`config.mk`:
```
export PLATFORM = sky130hd
export DESIGN_NAME = base64_stream_decoder_unit
export DESIGN_NICKNAME = d
export VERILOG_FILES = /design/src/b64d_pkg.sv /design/src/b64d_core.sv /design/src/b64d_burst.sv /design/src/base64_stream_decoder_unit.sv
export SDC_FILE = /design/constraint.sdc
export NUM_CORES = 1
export LEC_CHECK = 0
export BUFFER_PORTS_ARGS = -buffer_cell sky130_fd_sc_hd__buf_2
export CORE_AREA = 4 4 136 138
export CTS_CLUSTER_DIAMETER = 40
export DETAILED_ROUTE_END_ITERATION = 8
export DIE_AREA = 0 0 140 142
export PLACE_DENSITY = 0.67
export SKIP_LAST_GASP = 1
export SLEW_MARGIN = 20
export SYNTH_ARGS = -nofsm -noshare
export SYNTH_HDL_FRONTEND = slang
export SYNTH_HIERARCHICAL = 1
export SYNTH_SLANG_ARGS = --single-unit
export TNS_END_PERCENT = 30
```
`constraint.sdc`:
```
create_clock -name clock -period 5.8 [get_ports clock]
set_input_delay 0.87 -clock clock [delete_from_list [all_inputs] [get_ports clock]]
set_output_delay 0.87 -clock clock [all_outputs]
set_load 0.01 [all_outputs]
```
`src/b64d_pkg.sv`:
```
`default_nettype none

package b64d_pkg;

   // Width of the capacity register and its value after reset
   localparam int CAP_W = 24;
   localparam logic [CAP_W-1:0] CAP_RESET = {CAP_W{1'b1}};

   // Default width of the per-string byte counter
   localparam int COUNT_BITS_DEF = 24;

   // Most results that one request can cause
   localparam int BURST_MAX = 3;

   // Result status codes
   typedef enum logic [2:0] {
      ST_BYTE    = 3'd0,
      ST_DONE    = 3'd1,
      ST_BADCHAR = 3'd2,
      ST_PAD     = 3'd3,
      ST_LEN     = 3'd4,
      ST_OVER    = 3'd5
   } status_type;

   // One result
   typedef struct packed {
      logic [7:0] data;
      status_type status;
      logic       last;
   } result_type;

   // All results caused by one request, entry 0 goes out first
   typedef struct packed {
      logic [1:0]                 count;
      result_type [BURST_MAX-1:0] res;
   } burst_type;

endpackage

`default_nettype wire

```
`src/b64d_core.sv`:
```
`default_nettype none

module b64d_core
   import b64d_pkg::*;
#(
   parameter int COUNT_BITS = COUNT_BITS_DEF
) (
   input  wire logic             clock,
   input  wire logic             reset,
   input  wire logic             fire,
   input  wire logic             action,
   input  wire logic [7:0]       symbol,
   input  wire logic [CAP_W-1:0] capacity,
   output burst_type             burst
);

   // Compare width that holds both the counter and the capacity plus one
   localparam int LW = ((COUNT_BITS > CAP_W) ? COUNT_BITS : CAP_W) + 1;

   localparam logic [5:0] SX_LOWER = 6'd26;
   localparam logic [5:0] SX_DIGIT = 6'd52;
   localparam logic [5:0] SX_PLUS  = 6'd62;
   localparam logic [5:0] SX_SLASH = 6'd63;

   typedef struct packed {
      logic       bad;
      logic       pad;
      logic [5:0] value;
   } sextet_type;

   // Character to six-bit value
   function automatic sextet_type sextet_of(input logic [7:0] c);
      sextet_type r;
      logic [7:0] t;
      r = '0;
      t = 8'd0;
      if (c >= 8'h41 && c <= 8'h5A) begin
         t = c - 8'h41;
         r.value = t[5:0];
      end else if (c >= 8'h61 && c <= 8'h7A) begin
         t = c - 8'h61;
         r.value = t[5:0] + SX_LOWER;
      end else if (c >= 8'h30 && c <= 8'h39) begin
         t = c - 8'h30;
         r.value = t[5:0] + SX_DIGIT;
      end else if (c == 8'h2B) begin
         r.value = SX_PLUS;
      end else if (c == 8'h2F) begin
         r.value = SX_SLASH;
      end else if (c == 8'h3D) begin
         r.pad = 1'b1;
      end else begin
         r.bad = 1'b1;
      end
      return r;
   endfunction

   logic [17:0]           sextet_ff, sextet_in;
   logic [1:0]            gpos_ff, gpos_in;
   logic [1:0]            pad_ff, pad_in;
   logic [15:0]           held_ff, held_in;
   logic [1:0]            held_cnt_ff, held_cnt_in;
   logic [COUNT_BITS-1:0] bytes_out_ff, bytes_out_in;
   logic                  error_ff, error_in;

   sextet_type            sx;
   logic [5:0]            sval;
   logic [1:0]            pad_n;
   logic [1:0]            add_n;
   logic [7:0]            b0, b1, b2;
   logic [LW-1:0]         sum;
   logic                  fits;
   logic                  fail_en;
   status_type            fail_st;

   // State registers
   always_ff @(posedge clock) begin
      if (reset) begin
         sextet_ff    <= '0;
         gpos_ff      <= '0;
         pad_ff       <= '0;
         held_ff      <= '0;
         held_cnt_ff  <= '0;
         bytes_out_ff <= '0;
         error_ff     <= 1'b0;
      end else begin
         sextet_ff    <= sextet_in;
         gpos_ff      <= gpos_in;
         pad_ff       <= pad_in;
         held_ff      <= held_in;
         held_cnt_ff  <= held_cnt_in;
         bytes_out_ff <= bytes_out_in;
         error_ff     <= error_in;
      end
   end

   // Group completion: bytes and the capacity check
   always_comb begin
      sx    = sextet_of(symbol);
      pad_n = sx.pad ? pad_ff + 2'd1 : pad_ff;
      sval  = sx.pad ? 6'd0 : sx.value;
      b0    = {sextet_ff[17:12], sextet_ff[11:10]};
      b1    = {sextet_ff[9:6], sextet_ff[5:2]};
      b2    = {sextet_ff[1:0], sval};
      add_n = 2'd3 - pad_n;
      sum   = LW'(bytes_out_ff) + LW'(add_n);
      fits  = (sum <= LW'(capacity)) && (sum <= LW'({COUNT_BITS{1'b1}}));
   end

   // One request against the string state
   always_comb begin
      sextet_in    = sextet_ff;
      gpos_in      = gpos_ff;
      pad_in       = pad_ff;
      held_in      = held_ff;
      held_cnt_in  = held_cnt_ff;
      bytes_out_in = bytes_out_ff;
      error_in     = error_ff;
      burst        = '0;
      fail_en      = 1'b0;
      fail_st      = ST_BADCHAR;

      if (fire && action) begin
         // end of string: length error for an open group, else held bytes then done (none after an error); clear state
         if (!error_ff) begin
            if (gpos_ff != 2'd0) begin
               burst.count  = 2'd1;
               burst.res[0] = '{data: 8'd0, status: ST_LEN, last: 1'b1};
            end else begin
               burst.count  = held_cnt_ff + 2'd1;
               burst.res[0] = (held_cnt_ff != 2'd0)
                  ? result_type'{data: held_ff[15:8], status: ST_BYTE, last: 1'b0}
                  : result_type'{data: 8'd0, status: ST_DONE, last: 1'b1};
               burst.res[1] = (held_cnt_ff == 2'd2)
                  ? result_type'{data: held_ff[7:0], status: ST_BYTE, last: 1'b0}
                  : result_type'{data: 8'd0, status: ST_DONE, last: 1'b1};
               burst.res[2] = '{data: 8'd0, status: ST_DONE, last: 1'b1};
            end
         end
         sextet_in    = '0;
         gpos_in      = '0;
         pad_in       = '0;
         held_in      = '0;
         held_cnt_in  = '0;
         bytes_out_in = '0;
         error_in     = 1'b0;
      end else if (fire && !error_ff) begin
         // one character
         if (sx.bad) begin
            fail_en = 1'b1;
            fail_st = ST_BADCHAR;
         end else if (pad_ff != 2'd0 && gpos_ff == 2'd0) begin
            fail_en = 1'b1;
            fail_st = ST_PAD;
         end else if (sx.pad && gpos_ff < 2'd2) begin
            fail_en = 1'b1;
            fail_st = ST_PAD;
         end else if (!sx.pad && pad_ff != 2'd0) begin
            fail_en = 1'b1;
            fail_st = ST_PAD;
         end else if (gpos_ff != 2'd3) begin
            sextet_in = {sextet_ff[11:0], sval};
            gpos_in   = gpos_ff + 2'd1;
            pad_in    = pad_n;
         end else begin
            sextet_in = '0;
            gpos_in   = '0;
            pad_in    = pad_n;
            if (!fits) begin
               fail_en = 1'b1;
               fail_st = ST_OVER;
            end else if (pad_n == 2'd0) begin
               bytes_out_in = bytes_out_ff + COUNT_BITS'(add_n);
               burst.count  = 2'd3;
               burst.res[0] = '{data: b0, status: ST_BYTE, last: 1'b0};
               burst.res[1] = '{data: b1, status: ST_BYTE, last: 1'b0};
               burst.res[2] = '{data: b2, status: ST_BYTE, last: 1'b0};
            end else begin
               // padded group waits for the end of string
               bytes_out_in = bytes_out_ff + COUNT_BITS'(add_n);
               held_in      = {b0, (add_n == 2'd2) ? b1 : 8'd0};
               held_cnt_in  = add_n;
            end
         end
      end

      // sticky error status
      if (fail_en) begin
         error_in     = 1'b1;
         burst.count  = 2'd1;
         burst.res[0] = '{data: 8'd0, status: fail_st, last: 1'b1};
      end
   end

   // No results while an error is pending for a string
   a_err_quiet: assert property (@(posedge clock) disable iff (reset)
      (fire && !action && error_ff) |-> (burst.count == 2'd0))
      else $error("results given after a sticky error");

   // An error result leaves the error flag set
   a_err_sticky: assert property (@(posedge clock) disable iff (reset)
      (fire && !action && burst.count == 2'd1 && burst.res[0].last) |=> error_ff)
      else $error("error result without error flag");

   // End of string clears the per-string state
   a_end_clear: assert property (@(posedge clock) disable iff (reset)
      (fire && action) |=> (gpos_ff == 2'd0 && bytes_out_ff == '0 && !error_ff))
      else $error("string state not cleared at end");

endmodule

`default_nettype wire

```
`src/b64d_burst.sv`:
```
`default_nettype none

module b64d_burst
   import b64d_pkg::*;
(
   input  wire logic      clock,
   input  wire logic      reset,
   input  wire logic      load,
   input  wire burst_type load_burst,
   input  wire logic      rsp_stall,
   output logic           rsp_valid,
   output result_type     head,
   output logic           free
);

   logic [1:0]                 count_ff, count_in;
   result_type [BURST_MAX-1:0] ent_ff, ent_in;
   logic                       take;

   // Drain one result per cycle while rsp_stall is low; reload when the last one leaves or the buffer is empty
   always_comb begin
      rsp_valid = (count_ff != 2'd0);
      head      = ent_ff[0];
      take      = rsp_valid && !rsp_stall;
      free      = (count_ff == 2'd0) || (count_ff == 2'd1 && take);
      count_in  = count_ff;
      ent_in    = ent_ff;
      if (load) begin
         count_in = load_burst.count;
         ent_in   = load_burst.res;
      end else if (take) begin
         count_in  = count_ff - 2'd1;
         ent_in[0] = ent_ff[1];
         ent_in[1] = ent_ff[2];
      end
   end

   always_ff @(posedge clock) begin
      if (reset) begin
         count_ff <= '0;
      end else begin
         count_ff <= count_in;
      end
   end

   always_ff @(posedge clock) begin
      ent_ff <= ent_in;
   end

   // A new burst never overwrites results still waiting
   a_load_free: assert property (@(posedge clock) disable iff (reset)
      load |-> ((count_ff == 2'd0) || (count_ff == 2'd1 && take)))
      else $error("burst loaded over pending results");

   // A stalled burst keeps its count
   a_hold: assert property (@(posedge clock) disable iff (reset)
      (count_ff >= 2'd2 && rsp_stall) |=> (count_ff == $past(count_ff)))
      else $error("pending results lost under stall");

endmodule

`default_nettype wire

```
`src/base64_stream_decoder_unit.sv`:
```
`default_nettype none

// Streaming base64 decoder (standard alphabet). Each request is one
// character (req_action 0) or an end-of-string mark (req_action 1).
// Every four characters give three bytes as status 0 results; a padded
// final group ("x=" or "==") is held and its bytes come out at the end
// mark, followed by a done status with rsp_last set. Any error (bad
// character, misplaced padding, bad length, or more bytes than the
// capacity register allows) gives a single error status with rsp_last
// set, and later characters are dropped until the end mark. A request is
// taken every cycle while it causes at most one result and rsp_stall is
// low; a request causing more holds req_stall while the result buffer
// sends one result per cycle while rsp_stall is low. A request passes
// the input register and result buffer. The capacity register may be
// written at any time the decoder is idle; csr_ready is always high.
module base64_stream_decoder_unit
   import b64d_pkg::*;
#(
   parameter int COUNT_BITS = COUNT_BITS_DEF
) (
   input  wire logic             clock,
   input  wire logic             reset,
   input  wire logic             req_valid,
   output logic                  req_stall,
   input  wire logic             req_action,
   input  wire logic [7:0]       req_symbol,
   output logic                  rsp_valid,
   input  wire logic             rsp_stall,
   output logic [7:0]            rsp_data,
   output logic [2:0]            rsp_status,
   output logic                  rsp_last,
   input  wire logic             csr_valid,
   output logic                  csr_ready,
   input  wire logic [CAP_W-1:0] csr_data
);

   logic             in_valid_ff, in_valid_in;
   logic             in_action_ff;
   logic [7:0]       in_symbol_ff;
   logic [CAP_W-1:0] capacity_ff, capacity_in;
   logic             accept;
   logic             fire;
   logic             free;
   burst_type        burst;
   result_type       head;

   // Capacity register
   assign csr_ready   = 1'b1;
   assign capacity_in = (csr_valid && csr_ready) ? csr_data : capacity_ff;

   always_ff @(posedge clock) begin
      if (reset) begin
         capacity_ff <= CAP_RESET;
      end else begin
         capacity_ff <= capacity_in;
      end
   end

   // Input register: request is decoded once the result buffer frees up
   always_comb begin
      fire        = in_valid_ff && free;
      req_stall   = in_valid_ff && !free;
      accept      = req_valid && !req_stall;
      in_valid_in = accept ? 1'b1 : (fire ? 1'b0 : in_valid_ff);
   end

   always_ff @(posedge clock) begin
      if (reset) begin
         in_valid_ff <= 1'b0;
      end else begin
         in_valid_ff <= in_valid_in;
      end
   end

   always_ff @(posedge clock) begin
      if (accept) begin
         in_action_ff <= req_action;
         in_symbol_ff <= req_symbol;
      end
   end

   b64d_core #(
      .COUNT_BITS (COUNT_BITS)
   ) u_core (
      .clock    (clock),
      .reset    (reset),
      .fire     (fire),
      .action   (in_action_ff),
      .symbol   (in_symbol_ff),
      .capacity (capacity_ff),
      .burst    (burst)
   );

   b64d_burst u_burst (
      .clock      (clock),
      .reset      (reset),
      .load       (fire),
      .load_burst (burst),
      .rsp_stall  (rsp_stall),
      .rsp_valid  (rsp_valid),
      .head       (head),
      .free       (free)
   );

   assign rsp_data   = head.data;
   assign rsp_status = head.status;
   assign rsp_last   = head.last;

endmodule

`default_nettype wire
```
==> flow_metrics.py <==
metrics = {
    "global_routing": {
        "overflow": 0,
        "grt_pass1_wl_mm": 25.83,
        "grt_pass1_vias": 5230,
        "grt_max_degree": 50,
        "grtUsageTotal": 0.1597,
        "antenna_found_initial": 0,
    },
    "worst_setup_path": {
        "cp.arrival_ns": 5.53,
        "r2r_setup_slack_ns": 0.44,
        "worstRegToRegCells": 20,
        "crit_path_start_kind": "flip-flop",
        "setup.worst_path.end": "u_burst/head[0]$_DFFE_PP_",
        "crit_path_max_fanout": 9,
        "end_kind": "flip-flop",
        "r2r_end": "u_burst/head[0]$_DFFE_PP_",
        "required_ns": 5.97,
        "r2r_start": "in_symbol_ff[3]$_DFFE_PP_",
        "crit_start": "in_symbol_ff[3]$_DFFE_PP_",
        "crit_type": "reg2reg",
    },
    "logic_synthesis": {
        "ys_seq_elements": 137,
        "async_reset_ff_frac": 0,
        "syn_area_mm2": 0.007488,
        "synth_cell_types": 68,
        "ys.flop_type": "dfxtp_1",
        "synth_area_leaders": "dfxtp_1 (25%), edfxtp_1 (18%), ha_1 (7.0%)",
        "muxShareOfSynthArea": 0.04010,
        "syn_inst": 784,
        "synth_top_family_by_area": "compound AO/OA/AOI/OAI gates",
        "synth_edf_count": 45,
        "synth_xor_area_frac": 0.03743,
        "yosys.area_share.simple": 0.1733,
        "synth_area_leader_cell": "dfxtp_1",
        "syn_avg_cell_area_um2": 9.552,
        "yosysMostFrequentCell": "dfxtp_1",
        "netlist.area_leader.share": 0.2459,
        "synthAdderAreaFrac": 0.07285,
        "synth-compound-area-share": 0.1801,
        "yosysWarningCount": 6,
        "yosysSeqAreaShare": 0.4264,
        "yosys-top-cells-count": "dfxtp_1 (92), nand2_1 (52), nor2_1 (49)",
    },
    "clocking": {
        "cts_hold_buffers": 0,
        "clkSlewWorstSetupHoldPaths_ns": 0.06,
        "cts.sinks": 137,
        "clock_latency_ns": 0.43,
        "cts_max_level": 4,
        "numCtsBuffers": 17,
        "clockRootBuffer": "clkbuf_16",
        "clk_path_buf_depth": 2,
        "cts_tree": "built",
    },
    "finish": {
        "instances_no_fill": 1058,
        "syn_to_final_growth_pct": 12.50,
        "fillers": 1652,
        "num_antenna_cells": 0,
        "fin_nets": 900,
        "final-seq-area_mm2": 0.003193,
        "drive_above_1_share": 0.1717,
        "multi_input_area_mm2": 0.003812,
    },
    "place": {
        "placed_cells": 1022,
        "port_buffers": 51,
        "globalplace.congestion": 0.8894,
        "hpwl_mm": 10.93,
    },
    "sta": {
        "rsz0062_at_grt": "yes",
        "finalHoldViolCount": 0,
        "slew_violations": 0,
        "fin_skew_ns": 0.006811,
        "fin_tns_setup_ns": 0,
        "final-setup-viol-count": 0,
        "fmax_mhz": 186.6,
        "slew_headroom": 0.3783,
        "tightestPinTransition_ns": 0.9254,
        "period_share": 0.9240,
        "period_minus_slack_ns": 5.359,
    },
    "die": {
        "io_pins": 53,
        "num_rows": 48,
        "core_area_mm2": 0.01718,
        "die_h_um": 142,
        "die-area_mm2": 0.01988,
        "fp.dieW_um": 140,
        "initial_utilization": 0.4360,
    },
    "pwr": {
        "power.density_mw_per_mm2": 272.0,
        "p_leak_nw": 3.431,
        "vdd_drop_max_mv": 0.2046,
        "power_mw": 2.291,
    },
    "min_path": {
        "min_path_type": "reg2reg",
    },
    "job": {
        "max_cap_violations": 0,
    },
    "routing": {
        "drtPass1Iterations": 5,
        "routedWlPerCell_um": 14.89,
        "drtAntennaViolNets": 0,
        "via_per_inst": 5.309,
        "drtIter0Drc": 403,
        "wl_met1_mm": 7.652,
        "wl_mm": 15.76,
        "met3_length_um": 534,
        "drc": 0,
        "highest_layer": "met4",
        "wl_met2_mm": 7.272,
        "via_count": 5617,
    },
    "run_status": {
        "status": "finished clean",
    },
}
-- metal layers --
layer | up-vias | track usage
met2 | 90 | 0.2573
met1 | 2632 | 0.2127
met5 | - | 0
met3 | 20 | 0.03629
met4 | 0 | 0.05660
li1 | 2875 | -
-- flip-flops by register name, indices dropped and copies added (netlist names), 2 cells and up --
signal	flops
capacity_ff	24
u_burst/ent_ff	24
u_core/bytes_out_ff	24
u_core/sextet_ff	18
u_core/held_ff	16
u_burst/head	12
in_symbol_ff	8
u_burst/count_ff	2
u_core/gpos_ff	2
u_core/held_cnt_ff	2
u_core/pad_ff	2
-- placed cells by master (no fill, tap or decap), types with 8 or more instances in the layout --
master / count
a22o_1: 24
o211ai_1: 9
ha_1: 42
o21ai_0: 37
nand3_1: 30
mux2_2: 24
nor3b_1: 13
buf_2: 51
clkbuf_16: 17
or3_1: 14
a211o_1: 29
nand4_1: 9
nor2b_1: 29
edfxtp_1: 45
a21oi_1: 47
nand2_1: 52
inv_1: 47
buf_4: 19
xnor2_1: 24
dfxtp_1: 92
xor2_1: 8
nor2_1: 49
nor3_1: 12
-- area by class of cell --
cell class / instances / share of cell area
Multi-Input combinational cell: 546 / 0.4525
Sequential cell: 137 / 0.3790
Clock buffer: 19 / 0.05258
Timing Repair Buffer: 71 / 0.04857
Tap cell: 225 / 0.03342
Inverter: 47 / 0.02094
Clock inverter: 13 / 0.01292
-- through the flow --
| stage | hold slack, ns | setup slack, ns | utilization | cell area, µm² |
|---|---|---|---|---|
| after floorplan | 0.4355 | 0.1880 | - | 7500 |
| after global placement | 0.4539 | 0.5223 | 0.4559 | 7831 |
| after detailed placement | 0.4589 | 0.3364 | 0.4559 | 7831 |
| after CTS | 0.4720 | 0.3263 | 0.4881 | 8383 |
| after global routing | 0.4966 | -0.01768 | 0.4905 | 8424 |
| final | 0.4704 | 0.4406 | 0.4905 | 8424 |
-- worst min path at each step --
stage                                startpoint                          endpoint  slack (ns)  cells after the start
6_report        u_core/held_ff[13]$_SDFFE_PP0P_   u_core/held_ff[13]$_SDFFE_PP0P_        0.47                      2
5_1_grt          u_core/held_ff[8]$_SDFFE_PP0P_    u_core/held_ff[8]$_SDFFE_PP0P_        0.50                      2
4_1_cts         u_core/held_ff[10]$_SDFFE_PP0P_   u_core/held_ff[10]$_SDFFE_PP0P_        0.47                      2
3_5_place_dp     u_core/held_ff[0]$_SDFFE_PP0P_    u_core/held_ff[0]$_SDFFE_PP0P_        0.46                      1
3_3_place_gp    u_core/held_ff[13]$_SDFFE_PP0P_   u_core/held_ff[13]$_SDFFE_PP0P_        0.45                      2
2_1_floorplan  u_core/sextet_ff[1]$_SDFFE_PP0P_  u_core/sextet_ff[1]$_SDFFE_PP0P_        0.44                      2
-- worst max-delay path: stages, from the launching register on --
cell,delay (ns)
edfxtp_1,0.51
ha_1,0.31
nand4b_1,0.25
or2_2,0.37
xnor2_1,0.16
ha_1,0.22
ha_1,0.21
a31oi_4,0.26
nor2_1,0.10
and3_1,0.21
nand3_1,0.13
xnor2_1,0.14
ha_1,0.27
a2111oi_1,0.38
nand2_1,0.12
a2111oi_1,0.34
a211o_1,0.28
o31ai_1,0.20
a211oi_2,0.29
nor2_1,0.07
mux2_2,0.27
-- where the power goes --
part           switching (mW)  internal, mW
registers              0.0176          1.05
logic                   0.129        0.0916
clock network           0.437         0.569
-- cells by family (layout without fill, tap and decap cells) --
logic type | Yosys count | count (layout)
other | 2 | 5
muxes | 27 | 27
AOI/OAI and AO/OA | 193 | 193
DFF | 137 | 137
and+or+nand+nor | 245 | 245
adders and majority gates | 44 | 44
xor gates and xnor gates | 32 | 32
buffers and inverters | 104 | 150
-- timing repair --
action / CTS / global route
buffers inserted: 0 / 4
resized for setup: 0 / 4
setup endpoints to repair: 0 / 39
(Power assumes the default switching activity.)
